[src/design/kc3_pkg.sv]
// ----------------------------------------------------------------------------
// kc3_pkg
// Shared types and constants of the 3x3 convolution core: register indexes,
// the record that travels down the multiply-accumulate chain, and the fixed
// constants of the divide-by-nine stage.
// ----------------------------------------------------------------------------
`default_nettype none

package kc3_pkg;

	localparam int PIX_W   = 8;
	localparam int NTAPS   = 9;
	localparam int KROW_W  = 24;
	localparam int COEF_W  = 8;
	localparam int PSUM_W  = 20;
	localparam int MAG_W   = 19;
	localparam int QUO_W   = 16;

	// Unsigned divide by nine: q = (n * DIV_RECIP) >> DIV_SHIFT, exact for n < 2**MAG_W.
	localparam int RECIP_W   = 20;
	localparam int DIV_SHIFT = 23;
	localparam logic [RECIP_W-1:0] DIV_RECIP = 20'd932068;

	localparam int CFG_INDEX_W = 3;
	localparam int CFG_DATA_W  = 24;

	localparam logic [CFG_INDEX_W-1:0] REG_IMAGE_WIDTH   = 3'd0;
	localparam logic [CFG_INDEX_W-1:0] REG_IMAGE_HEIGHT  = 3'd1;
	localparam logic [CFG_INDEX_W-1:0] REG_KERNEL_TOP    = 3'd2;
	localparam logic [CFG_INDEX_W-1:0] REG_KERNEL_MID    = 3'd3;
	localparam logic [CFG_INDEX_W-1:0] REG_KERNEL_BOTTOM = 3'd4;

	typedef logic [NTAPS-1:0][PIX_W-1:0] pixvec_t;

	typedef struct packed {
		logic                     valid;
		logic                     conv;
		logic                     last;
		logic [PIX_W-1:0]         pass;
		pixvec_t                  pix;
		logic signed [PSUM_W-1:0] psum;
	} chain_t;

	typedef struct packed {
		logic             last;
		logic [PIX_W-1:0] value;
	} res_t;

endpackage

`default_nettype wire

[src/design/kc3_mac_cell.sv]
// ----------------------------------------------------------------------------
// kc3_mac_cell
// One tap of the convolution chain: multiplies the front pixel of the window
// by its coefficient, adds it to the running sum and hands the record on with
// the window moved one tap forward.
// ----------------------------------------------------------------------------
`default_nettype none

module kc3_mac_cell (
	input  wire logic                                clk,
	input  wire logic                                arst_n,
	input  wire logic                                en,
	input  wire logic signed [kc3_pkg::COEF_W-1:0]   coef,
	input  wire kc3_pkg::chain_t                     din,
	output kc3_pkg::chain_t                          dout
);

	logic signed [kc3_pkg::COEF_W+kc3_pkg::PIX_W:0] prod;
	kc3_pkg::pixvec_t                               pix_nxt;
	kc3_pkg::chain_t                                rec_q;
	logic                                           valid_q;

	assign prod = coef * $signed({1'b0, din.pix[0]});

	always_comb begin
		for (int i = 0; i < kc3_pkg::NTAPS - 1; i++) begin
			pix_nxt[i] = din.pix[i+1];
		end
		pix_nxt[kc3_pkg::NTAPS-1] = '0;
	end

	always_ff @(posedge clk or negedge arst_n) begin
		if (!arst_n) begin
			valid_q <= 1'b0;
		end else if (en) begin
			valid_q <= din.valid;
		end
	end

	always_ff @(posedge clk) begin
		if (en) begin
			rec_q.valid <= din.valid;
			rec_q.conv  <= din.conv;
			rec_q.last  <= din.last;
			rec_q.pass  <= din.pass;
			rec_q.pix   <= pix_nxt;
			rec_q.psum  <= din.psum + kc3_pkg::PSUM_W'(prod);
		end
	end

	always_comb begin
		dout       = rec_q;
		dout.valid = valid_q;
	end

endmodule

`default_nettype wire

[config.mk]
export PLATFORM = sky130hd
export DESIGN_NAME = kc3_mac_cell
export DESIGN_NICKNAME = d
export VERILOG_FILES = /design/src/design/kc3_pkg.sv /design/src/design/kc3_mac_cell.sv
export SDC_FILE = /design/constraint.sdc
export NUM_CORES = 1
export LEC_CHECK = 0
export BUFFER_PORTS_ARGS = -buffer_cell sky130_fd_sc_hd__clkbuf_2
export CAP_MARGIN = 20
export CORE_MARGIN = 4
export CORE_UTILIZATION = 49
export DETAILED_ROUTE_END_ITERATION = 8
export GPL_TIMING_DRIVEN = 0
export PLACE_DENSITY_LB_ADDON = 0.15
export SLEW_MARGIN = 20
export SYNTH_ARGS = -nofsm -noshare
export SYNTH_HDL_FRONTEND = slang
export SYNTH_SLANG_ARGS = --single-unit
export TNS_END_PERCENT = 1
[constraint.sdc]
create_clock -name clk -period 1.01 [get_ports clk]
set_clock_uncertainty 0.05 [all_clocks]
set_input_delay 0.101 -clock clk [delete_from_list [all_inputs] [get_ports clk]]
set_output_delay 0.101 -clock clk [all_outputs]
set_load 0.02 [all_outputs]
==> results.yml <==
critical_path:
  worstPathCellList: "clkbuf_8 -> and2_4 -> fa_1 -> inv_2 -> fa_1 -> inv_1 -> fa_1 -> fa_1 -> fa_1 -> ha_4 -> a21o_1 -> a21oi_2 -> a2111oi_2 -> o41a_1 -> a311oi_2 -> xnor2_1"
  r2r_cells: 1
  worstPathMaxFanout: 8
  r2r_slack_ps: 210
  start_kind: "input port"
  worst_ep_required_time_ps: 1030
  cp_common_cell: "fa_1"
  crit_end: "dout[19]"
  end_kind: "register"
  slowest_delay_ps: 580
  slowest_stage: "fa_1"
  startpoint: "din[24]"
  rr_endpoint: "valid_q"
  r2r_start: "valid_q"
  crit_type: "input port to register"
  arrival_ps: 4450
global_route:
  top_usage_layer: "met2"
  grt_pass1_vias: 4422
  antenna_found_initial: 0
  grt_max_degree: 96
  use_met2_pct: 39.8
  grt_overflow: 0
  grt_use_total_pct: 21.3
  grt_pass1_wl_um: 22100
  gr-usage-met3_pct: 4.51
  global_route.usage.met1_pct: 24.1
sta:
  hold_viol: 0
  timing.final.crit_share_pct: 439
  tightest_slew_ps: 713
  rsz0062_at_grt: "yes"
  fin_crit_ps: 4430
  max_freq_mhz: 226
  slew_viol_final: 0
  setup_ws_ps: -3420
  finalSetupViolations: 67
  relSlewSlack_pct: 52.4
floorplan:
  rows: 39
  dieArea_sq_mm: 0.0136
  start_util_pct: 50.3
  ioPinCount: 217
  die_w_um: 117
  die_h_um: 117
  core_sq_mm: 0.0115
routing:
  drc: 0
  drtIter0Drc: 207
  wl_per_cell_um: 16.7
  drt-total-wl_um: 14800
  vias: 4254
  first_pass_iters: 4
  antenna_left: 0
  viasPerCell: 4.80
finish:
  drive_above_1_share_pct: 35.8
  mostFrequentLayoutCells: "clkbuf_2 (98), edfxtp_1 (94), buf_2 (85)"
  finalNonFillerCells: 887
  fin_nets: 964
  insertedDiodeCount: 0
  layout_commonest_cell: "clkbuf_2"
  syn_to_final_growth_pct: 46.8
hold_path:
  min_path_type: "input port to register"
synth:
  synth-simple-area-share_pct: 7.47
  netlist_area_sq_mm: 0.00580
  synth_fa_ha_area_share_pct: 30.6
  synth_mux_area_share_pct: 0.194
  syn_inst: 433
  syn_avg_cell_area_sq_um: 13.4
  synth_cell_types: 36
  synth_xor_area_share_pct: 2.72
  synth_top_family_by_area: "adder cells"
  ys_warn_count: 0
  ys_seq_area_share_pct: 49.1
  ys_seq_elements: 95
  synth_compound_area_share_pct: 3.56
power:
  p_leak_nw: 4.07
  power.density_mw_per_mm2: 2180
  max-vdd-ir-drop_v: 0.00126
cts:
  cts_sinks: 95
  clk_latency_ps: 320
  cts_inserted_buffers: 9
  cts_max_level: 3
  clk_pin_slew_ps: 60
  clockBufferDepth: 2
  cts_tree: "yes"
  root_buffer: "clkbuf_16"
run:
  max-cap-violations: 0
placed_design:
  portBuffers: 207
  place_congestion: 0.801
  place_inst: 790
  hpwl_um: 10700
  pre_cts_slack_ps: -4040
status:
  status: "finished, violations left"
  violations: "setup timing"
-- sequential cells by signal, summed over array words and instances (netlist names) --
signal / flops
dout: 94
valid_q: 1
-- repair_timing --
action                                  4_1_cts  5_1_grt
setup buffers                                 3        2
endpoints found under the hold margin        76        0
hold buffers                                 76        0
resized for setup                            61      109
endpoints found under the setup margin      101      114
pin swaps                                    22        9
-- through the flow --
stage / power (mW) / area (sq um) / TNS [ps] / hold slack (ps) / util [%]
global route: 20.0 / 8510 / -52840 / 17.3 / 73.9
global placement: 13.4 / 7060 / -168650 / -174 / 61.3
CTS: 18.3 / 8440 / -49030 / 14.0 / 73.3
floorplan: 11.4 / 5840 / -49640 / -245 / -
detailed placement: 13.5 / 7070 / -69890 / -171 / 61.4
finish: 18.6 / 8510 / -48320 / 23.3 / 73.9
-- report_power, final --
| group | switching [mW] | internal, mW |
|---|---|---|
| logic | 5.16 | 4.39 |
| registers | 0.155 | 5.34 |
| clock network | 1.29 | 2.24 |
-- cells by family after synthesis --
logic type,Yosys count
multiplexers,1
other,1
XOR/XNOR,18
buffers and inverters,88
adder cells (fa/ha/maj),111
flip-flops,95
AO/OA/AOI/OAI,30
AND/OR/NAND/NOR,89
-- critical path: cells and delay by family --
| kind | cells | cell delay, ps |
|---|---|---|
| XOR/XNOR | 1 | 100 |
| AO/OA/AOI/OAI | 5 | 1110 |
| AND/OR/NAND/NOR | 1 | 140 |
| buffers and inverters | 3 | 240 |
| adder cells (fa/ha/maj) | 6 | 2780 |
-- Yosys cell counts --
library cell	number	area, sq um
nand4_1	2	12.5
clkbuf_1	1	3.75
or4_1	1	7.51
a21oi_2	1	8.76
nand2b_1	6	37.5
a21o_1	6	45.0
a22oi_1	1	7.51
dfrtp_1	1	25.0
nand3_1	2	10.0
nor3_1	1	5.00
nor2_1	8	30.0
nand2_1	42	158
and2_1	21	131
fa_1	51	1020
a311oi_2	1	15.0
o21ai_1	1	5.00
conb_1	1	3.75
nand4b_1	1	8.76
a211oi_1	1	7.51
o21a_1	1	7.51
ha_1	60	751
inv_1	78	293
nor2b_1	4	25.0
a21oi_1	7	35.0
buf_4	9	67.6
a2111oi_1	1	10.0
a21boi_1	1	7.51
xnor2_1	14	123
o41a_1	1	11.3
o21ai_0	5	25.0
edfxtp_1	94	2820
xor2_1	4	35.0
nand3b_1	1	7.51
a31oi_1	2	12.5
mux2_2	1	11.3
a221oi_1	1	8.76
-- layer usage --
metal	wire (um)	share of wire, %	vias to the layer above
li1	-	-	2037
met1	5570	38	2036
met2	7850	53	164
met3	1110	7.5	17
met4	287	1.9	0
met5	0	0	-
-- worst min-delay path by stage --
stage / from / to / slack [ps] / cells past startpoint
floorplan: arst_n / valid_q / -240 / 0
detailed placement: arst_n / valid_q / -170 / 1
finish: din[0] / dout[0] / 20 / 2
global placement: arst_n / valid_q / -170 / 1
CTS: din[0] / dout[0] / 10 / 2
global route: din[0] / dout[0] / 20 / 2
-- final cells by class --
class / instances / area (sq um)
Clock inverter: 3 / 68.8
Tap cell: 143 / 179
Sequential cell: 95 / 2850
Inverter: 78 / 293
Timing Repair Buffer: 288 / 2050
Multi-Input combinational cell: 257 / 2750
Buffer: 10 / 78.8
Fill cell: 765 / 3010
Clock buffer: 13 / 250
Note: power is estimated with default switching activity, not from simulation.
