<file path="config.mk">
export PLATFORM = sky130hd
export DESIGN_NAME = kc3_div9
export DESIGN_NICKNAME = d
export VERILOG_FILES = /design/src/design/kc3_pkg.sv /design/src/design/kc3_div9.sv
export SDC_FILE = /design/constraint.sdc
export NUM_CORES = 1
export LEC_CHECK = 0
export BUFFER_PORTS_ARGS = -buffer_cell sky130_fd_sc_hd__buf_2
export CORE_UTILIZATION = 58
export DETAILED_ROUTE_END_ITERATION = 6
export PLACE_DENSITY = 0.83
export RECOVER_POWER = 25
export SYNTH_ARGS = -nofsm -noshare
export SYNTH_HDL_FRONTEND = slang
export SYNTH_SLANG_ARGS = --single-unit
</file>
<file path="constraint.sdc">
create_clock -name clk -period 6.1 [get_ports clk]
set_input_delay 0.61 -clock clk [delete_from_list [all_inputs] [get_ports clk]]
set_output_delay 0.61 -clock clk [all_outputs]
set_load 0.01 [all_outputs]
</file>
<file path="src/design/kc3_pkg.sv">
// ----------------------------------------------------------------------------
// kc3_pkg
// Shared types and constants of the 3x3 convolution core: register indexes,
// the record that travels down the multiply-accumulate chain, and the fixed
// constants of the divide-by-nine stage.
// ----------------------------------------------------------------------------
`default_nettype none

package kc3_pkg;

	localparam int PIX_W   = 8;
	localparam int NTAPS   = 9;
	localparam int KROW_W  = 24;
	localparam int COEF_W  = 8;
	localparam int PSUM_W  = 20;
	localparam int MAG_W   = 19;
	localparam int QUO_W   = 16;

	// Unsigned divide by nine: q = (n * DIV_RECIP) >> DIV_SHIFT, exact for n < 2**MAG_W.
	localparam int RECIP_W   = 20;
	localparam int DIV_SHIFT = 23;
	localparam logic [RECIP_W-1:0] DIV_RECIP = 20'd932068;

	localparam int CFG_INDEX_W = 3;
	localparam int CFG_DATA_W  = 24;

	localparam logic [CFG_INDEX_W-1:0] REG_IMAGE_WIDTH   = 3'd0;
	localparam logic [CFG_INDEX_W-1:0] REG_IMAGE_HEIGHT  = 3'd1;
	localparam logic [CFG_INDEX_W-1:0] REG_KERNEL_TOP    = 3'd2;
	localparam logic [CFG_INDEX_W-1:0] REG_KERNEL_MID    = 3'd3;
	localparam logic [CFG_INDEX_W-1:0] REG_KERNEL_BOTTOM = 3'd4;

	typedef logic [NTAPS-1:0][PIX_W-1:0] pixvec_t;

	typedef struct packed {
		logic                     valid;
		logic                     conv;
		logic                     last;
		logic [PIX_W-1:0]         pass;
		pixvec_t                  pix;
		logic signed [PSUM_W-1:0] psum;
	} chain_t;

	typedef struct packed {
		logic             last;
		logic [PIX_W-1:0] value;
	} res_t;

endpackage

`default_nettype wire

</file>
<file path="src/design/kc3_div9.sv">
// ----------------------------------------------------------------------------
// kc3_div9
// Two-stage signed divide by nine, truncating toward zero, followed by the
// choice between the filtered value and the passed-through pixel.
// ----------------------------------------------------------------------------
`default_nettype none

module kc3_div9 (
	input  wire logic             clk,
	input  wire logic             arst_n,
	input  wire logic             en,
	input  wire kc3_pkg::chain_t  din,
	output logic                  dout_valid,
	output kc3_pkg::res_t         dout
);

	localparam int PROD_W = kc3_pkg::MAG_W + kc3_pkg::RECIP_W;

	logic                          a_valid_q;
	logic                          a_conv_q;
	logic                          a_last_q;
	logic [kc3_pkg::PIX_W-1:0]     a_pass_q;
	logic                          a_neg_q;
	logic [kc3_pkg::MAG_W-1:0]     a_mag_q;
	logic                          b_valid_q;
	logic                          b_conv_q;
	logic                          b_last_q;
	logic [kc3_pkg::PIX_W-1:0]     b_pass_q;
	logic                          b_neg_q;
	logic [kc3_pkg::QUO_W-1:0]     b_quo_q;
	logic signed [kc3_pkg::PSUM_W-1:0] mag_full;
	logic [PROD_W-1:0]             prod;
	logic [kc3_pkg::PIX_W-1:0]     quo_lo;

	assign mag_full = din.psum[kc3_pkg::PSUM_W-1] ? -din.psum : din.psum;
	assign prod     = PROD_W'(a_mag_q) * PROD_W'(kc3_pkg::DIV_RECIP);

	always_ff @(posedge clk or negedge arst_n) begin
		if (!arst_n) begin
			a_valid_q <= 1'b0;
			b_valid_q <= 1'b0;
		end else if (en) begin
			a_valid_q <= din.valid;
			b_valid_q <= a_valid_q;
		end
	end

	always_ff @(posedge clk) begin
		if (en) begin
			a_conv_q <= din.conv;
			a_last_q <= din.last;
			a_pass_q <= din.pass;
			a_neg_q  <= din.psum[kc3_pkg::PSUM_W-1];
			a_mag_q  <= kc3_pkg::MAG_W'(mag_full);
			b_conv_q <= a_conv_q;
			b_last_q <= a_last_q;
			b_pass_q <= a_pass_q;
			b_neg_q  <= a_neg_q;
			b_quo_q  <= prod[kc3_pkg::DIV_SHIFT +: kc3_pkg::QUO_W];
		end
	end

	// Only the low byte of the quotient survives, so the negation is done on it alone.
	assign quo_lo = b_quo_q[kc3_pkg::PIX_W-1:0];

	always_comb begin
		dout_valid = b_valid_q;
		dout.last  = b_last_q;
		if (b_conv_q) begin
			dout.value = b_neg_q ? (kc3_pkg::PIX_W'(0) - quo_lo) : quo_lo;
		end else begin
			dout.value = b_pass_q;
		end
	end

endmodule

`default_nettype wire
</file>
==> results of run 1 <==
worst max-delay path by stage:
stage | start | end | slack [ns] | depth (start not counted)
after floorplan | a_mag_q[5] | b_quo_q[7] | 0.90 | 20
after detailed placement | a_mag_q[5] | b_quo_q[5] | 0.27 | 19
after CTS | a_mag_q[5] | b_quo_q[5] | 0.22 | 19
after global routing | a_mag_q[5] | b_quo_q[7] | 0.02 | 19
after global placement | a_mag_q[5] | b_quo_q[5] | 0.37 | 19
final | a_mag_q[7] | b_quo_q[7] | 0.21 | 19
layer usage:
layer	vias to the layer above	routed length, µm
li1	2027	-
met1	2127	5140
met2	128	6700
met3	51	449
met4	0	524
met5	-	0
layout make-up:
cell class	instances	area, µm²	area share [%]
clock inverters	3	20.0	0.296
clock buffers	5	68.8	1.02
inverters	161	604	8.94
repair buffers	43	211	3.13
well taps	136	170	2.52
flip-flops and latches	51	1520	22.5
multi-input cells	379	4160	61.6
worst register-to-register path: cells and delay by family (launching register included):
kind | cells | cell delay [ns]
adder cells (fa/ha/maj) | 7 | 3.44
flip-flops | 1 | 0.46
XOR/XNOR | 1 | 0.15
buffers and inverters | 6 | 0.45
AO/OA/AOI/OAI | 2 | 0.45
AND/OR/NAND/NOR | 3 | 0.71
through the flow:
step / utilization, % / setup WS, ns / hold slack, ns / instance area [µm²]
global route: 64.9 / 0.0169 / 0.0775 / 6760
finish: 64.9 / 0.210 / 0.0734 / 6760
floorplan: - / 0.898 / 0.314 / 6310
global placement: 64.1 / 0.366 / 0.393 / 6670
CTS: 64.9 / 0.219 / 0.0641 / 6760
detailed placement: 64.1 / 0.270 / 0.400 / 6670
state kept, by name, indices dropped and copies added, names as in the netlist, 8 cells and up:
register	cells
a_pass_q	8
b_pass_q	8
b_quo_q	8
a_mag_q	19
layout by cell type, fill, tap and decap left out, types with 2 or more instances in the layout:
master / count
xor2_1: 16
o211ai_1: 2
o22ai_1: 2
nor3_1: 4
ha_1: 104
edfxtp_1: 49
mux2i_1: 3
o31ai_1: 6
mux2_2: 3
inv_1: 161
nor2b_1: 3
nand2_1: 30
or4_1: 6
a211oi_1: 5
a21o_1: 2
clkinvlp_4: 2
nand3_1: 4
buf_2: 40
dfrtp_1: 2
nand2b_1: 3
nand4_1: 4
clkbuf_8: 5
xnor2_1: 23
nor2_1: 11
clkbuf_1: 3
fa_1: 80
o41ai_1: 3
a31oi_1: 3
a21oi_1: 24
and3_1: 2
o21ai_0: 19
timing repair:
item | CTS | global route
endpoints found under the setup margin | 0 | 2
resized for setup | 0 | 1
hold buffers | 0 | 0
synth_stat cells, drive strengths merged, types with 2 or more instances:
cell type  count
o41ai          3
or2            2
edfxtp        49
o21ai         19
nand3          4
mux2           3
o211ai         2
clkbuf         4
nand4          4
inv          161
nand2         30
nor2b          3
a211oi         5
xor2          16
o31ai          7
mux2i          3
o22ai          2
a21oi         24
ha           105
nand2b         3
nor3           4
xnor2         23
or4            6
dfrtp          2
and3           2
nor2          11
a21o           2
a31oi          3
fa            80
kinds of logic (layout without fill, tap and decap cells):
group                    count (synthesis)  count (layout)  synth area share (%)
AO/OA/AOI/OAI                           75              75                  7.52
AND/OR/NAND/NOR                         74              74                  5.81
XOR/XNOR                                39              39                  5.41
flip-flops                              51              51                  24.1
adder cells (fa/ha/maj)                185             185                  46.2
multiplexers                             6               6                  1.01
buffers and inverters                  166             212                  9.93
==> results_dict.tcl, run 1 <==
set metrics [dict create \
    fin_nets 932 \
    antenna_found_initial 0 \
    n_antenna_cell 0 \
    dieHeight_um 106 \
    finalHoldViolations 0 \
    start_util_pct 60.6 \
    top_usage_layer "met2" \
    cpMostUsedCell "inv_1" \
    crit_type "reg2reg" \
    path_cells "inv_1, fa_1, inv_1, ha_1, inv_1, fa_1, inv_1, fa_1, inv_1, fa_1, fa_1, inv_1, ha_2, nand2_1, nor3_1, nand4_1, a31oi_1, o22ai_1, xnor2_1" \
    grt_max_degree 52 \
    clock_path_buffers 2 \
    yosysSeqAreaShare_pct 24.1 \
    async_flop_share_pct 3.92 \
    grt_pass1_vias 4633 \
    routedWlPerCell_um 16.5 \
    clock-root-buffer "clkbuf_8" \
    cap_violations 0 \
    skew_ns 0.0109 \
    ys.flop_type "edfxtp_1" \
    crit_required_ns 6.17 \
    drt-pass1-iter-count 5 \
    cp-end-kind "flop" \
    gp_congestion 0.920 \
    r2r_start "a_mag_q[7]" \
    clk_pin_slew_ns 0.10 \
    drc 0 \
    worstHoldPathType "in2async" \
    dp_hpwl_mm 11.1 \
    grt_usage_pct 24.7 \
    clk_latency_ns 0.31 \
    cts_tree "yes" \
    ys_seq_elements 51 \
    viasPerCell 5.57 \
    critPathLaunchType "flop" \
    relSlewSlack_pct 27.7 \
    cts_setup_buffers 0 \
    yosys.area.top_type "fa_1" \
    synth_top_area_share_pct 25.4 \
    path_max_fanout 8 \
    timing.rr.end "b_quo_q[7]" \
    cp_top_family "adder cells" \
    syn_area_mm2 0.00631 \
    stdcell_count 778 \
    die_w_um 106 \
    dp_cells 770 \
    drtAntennaViolNets 0 \
    gr-total-overflow 0 \
    route.final.wire_length_mm 12.8 \
    synth_edf_count 49 \
    ys.warnings.count 0 \
    port_buffers 43 \
    status "finished, final reports clean" \
    finalMaxSlewViolations 0 \
    synth_area_leaders "fa_1, edfxtp_1, ha_1, inv_1, xnor2_1" \
    timing.fmax_mhz 170 \
    final-setup-viol-count 0 \
    min_period_over_period_pct 96.6 \
    htreeDepth 2 \
    drtIter0Drc 180 \
    critical-path-max-stage-delay_ns 0.61 \
    cts_made_buffers 5 \
    avgSynthCellArea_um2 10.6 \
    rr_worst_depth 19 \
    fill_cells 777 \
    yosysUniqueCellTypes 45 \
    grt_pass1_wl_mm 21.4 \
    numClockSinks 51 \
    vias 4333 \
    grt.met2_usage_pct 45.0 \
    finalCriticalPeriod_ns 5.89 \
    num_rows 37 \
    crit_buf_inv 6 \
    crit_slowest_cell "fa_1" \
    tns_ns 0 \
    design.die.area_mm2 0.0113 \
    core_mm2 0.0104 \
    drive_above_1_share_pct 8.57 \
    syn_nets 887 \
    synthToLayoutAreaGrowth_pct 7.14 \
    cp_data_arrival_time_ns 5.96 \
    use_met3_pct 3.25 \
    synth_cells 596 \
    grt_use_met1_pct 29.0 \
    r2r_slack_ns 0.21 \
    tightestPinTransition_ns 1.08 \
    io_pins 116 \
    rsz0062_at_grt "no" \
]
Power of run 1 is not shown: default switching activity piles up to over one toggle a cycle in this logic, so the estimate is an artifact.
==> run 2, diff against run 1 <==
--- a/config.mk
+++ b/config.mk
@@ -5,8 +5,9 @@
 export SDC_FILE = /design/constraint.sdc
 export NUM_CORES = 1
 export LEC_CHECK = 0
+export ABC_AREA = 1
 export BUFFER_PORTS_ARGS = -buffer_cell sky130_fd_sc_hd__buf_2
-export CORE_UTILIZATION = 58
+export CORE_UTILIZATION = 59
 export DETAILED_ROUTE_END_ITERATION = 6
 export PLACE_DENSITY = 0.83
 export RECOVER_POWER = 25
==> results_dict.tcl, run 2 <==
set metrics [dict create \
    num_rows 39 \
    io_pins 116 \
    finalHoldViolations 0 \
    ys_seq_elements 51 \
    fin_ws_ns 0.800 \
    worstHoldPathType "in2async" \
    die_w_um 110 \
    grt_usage_pct 24.9 \
    async_flop_share_pct 3.92 \
    dieHeight_um 110 \
    synth.most_common_cell "inv_1" \
    ys.warnings.count 0 \
    grt_pass1_vias 5021 \
    cp-end-kind "flop" \
    port_buffers 43 \
    clock-root-buffer "clkbuf_16" \
    timing.fmax_mhz 189 \
    synth_top_area_share_pct 23.2 \
    relSlewSlack_pct 25.6 \
    synth_area_leaders "fa_1, edfxtp_1, ha_1, inv_1, nand2_1" \
    yosysSeqAreaShare_pct 22.1 \
    synthXorXnorAreaFrac_pct 4.19 \
    routedWlPerCell_um 14.1 \
    drtAntennaViolNets 0 \
    cp_data_arrival_time_ns 5.36 \
    skew_ns 0.00538 \
    synth_compound_gate_area_share_pct 4.21 \
    cts_made_buffers 5 \
    min_period_over_period_pct 86.9 \
    synth_cells 777 \
    status "finished, final reports clean" \
    core_mm2 0.0114 \
    cts_resized 0 \
    finalMaxSlewViolations 0 \
    hold_buffers 0 \
    grt_pass1_wl_mm 22.2 \
    cap_violations 0 \
    gr-total-overflow 0 \
    holdWs_ns 0.0813 \
    drive_above_1_share_pct 9.70 \
    vias 4931 \
    finalCriticalPeriod_ns 5.30 \
    design.die.area_mm2 0.0121 \
    synthToLayoutAreaGrowth_pct 7.89 \
    numClockSinks 51 \
    final-setup-viol-count 0 \
    synthSimpleGateAreaFrac_pct 15.5 \
    crit_required_ns 6.16 \
    clock_path_buffers 2 \
    largest_reg_flops 19 \
    crit_type "reg2reg" \
    syn_nets 1068 \
    ys.flop_type "edfxtp_1" \
    fin_nets 1115 \
    cts_setup_buffers 0 \
    drtIter0Drc 171 \
    timing.rr.end "b_quo_q[7]" \
    drc 0 \
    r2r_start "a_mag_q[7]" \
    synthMuxAreaShare_pct 0 \
    start_util_pct 60.4 \
    n_antenna_cell 0 \
    clk_latency_ns 0.30 \
    tightestPinTransition_ns 1.12 \
    r2r_slack_ns 0.80 \
    clk_pin_slew_ns 0.07 \
    dp_hpwl_mm 11.9 \
    synth_top_family_by_area "adder cells" \
    critPathLaunchType "flop" \
    cts_tree "yes" \
    path_max_fanout 5 \
    layout_commonest_cell "inv_1" \
    top_register "a_mag_q" \
    yosys.area.top_type "fa_1" \
    critical_path.startpoint "a_mag_q[7]" \
    rsz0062_at_grt "no" \
    synth_edf_count 49 \
    final_core_util_pct 65.1 \
    gp_congestion 0.953 \
    grt_max_degree 54 \
    tns_ns 0 \
    route.final.wire_length_mm 13.7 \
    yosysUniqueCellTypes 32 \
    post-place-ws_ns 0.801 \
    syn_area_mm2 0.00689 \
    antenna_found_initial 0 \
    final_cell_mix "inv_1, nand2_1, ha_1, fa_1, edfxtp_1" \
    synth-adder-area-share_pct 42.3 \
    rr_worst_depth 21 \
    avgSynthCellArea_um2 8.87 \
    viasPerCell 5.09 \
    synth.top_cells.by_count "inv_1, nand2_1, ha_1" \
    drt-pass1-iter-count 6 \
    htreeDepth 2 \
]
-- run 2: metrics by stage --
| stage | cell area, µm² | std cells |
|---|---|---|
| floorplan | 6890 | 777 |
| finish | 7440 | 968 |
| CTS | 7440 | 968 |
| global placement | 7270 | 960 |
| global route | 7440 | 968 |
| detailed placement | 7270 | 960 |
-- run 2: layer usage --
layer / vias up / global-route usage, % / part of all wire (%) / routed length, µm
met4: 0 / 11.3 / 3.5 / 479
li1: 2477 / - / - / -
met2: 97 / 45.2 / 52 / 7070
met5: - / 0 / 0 / 0
met1: 2325 / 28.9 / 41 / 5630
met3: 32 / 3.70 / 3.5 / 477
-- run 2: final cells by class --
class	instances	area [µm²]
multi-input combinational	512	4560
fill	951	3980
sequential	51	1520
inverter	211	792
timing repair buffer	43	210
tap	143	179
clock buffer	5	125
clock inverter	3	46.3
-- run 2: how the worst max path moves through the flow --
| stage | end | slack [ns] | depth (start not counted) |
|---|---|---|---|
| 2_1_floorplan | b_quo_q[2] | 1.27 | 20 |
| 3_3_place_gp | b_quo_q[7] | 0.90 | 21 |
| 3_5_place_dp | b_quo_q[7] | 0.80 | 21 |
| 4_1_cts | b_quo_q[7] | 0.81 | 21 |
| 5_1_grt | b_quo_q[7] | 0.50 | 20 |
| 6_report | b_quo_q[7] | 0.80 | 21 |
-- run 2: critical path, cell delays in order, from the launching register on --
cell and delay (ns):
edfxtp_1 0.41, inv_1 0.11, fa_1 0.52, inv_1 0.06
ha_1 0.33, inv_1 0.07, fa_1 0.53, inv_1 0.06
fa_1 0.53, inv_1 0.06, fa_1 0.50, fa_1 0.55
inv_1 0.05, ha_1 0.38, a21oi_1 0.25, o21ai_1 0.14
nand2_1 0.08, nand2_1 0.05, a21oi_1 0.19, nand2_1 0.07
nand2_1 0.06, nand2_1 0.05
-- run 2: kinds of logic after synthesis --
| logic type | count (synthesis) |
|---|---|
| simple gates | 242 |
| buf+inv | 214 |
| fa+ha+maj | 185 |
| compound gates | 52 |
| flops | 51 |
| xor+xnor | 33 |
Power of run 2 is left out for the same reason.
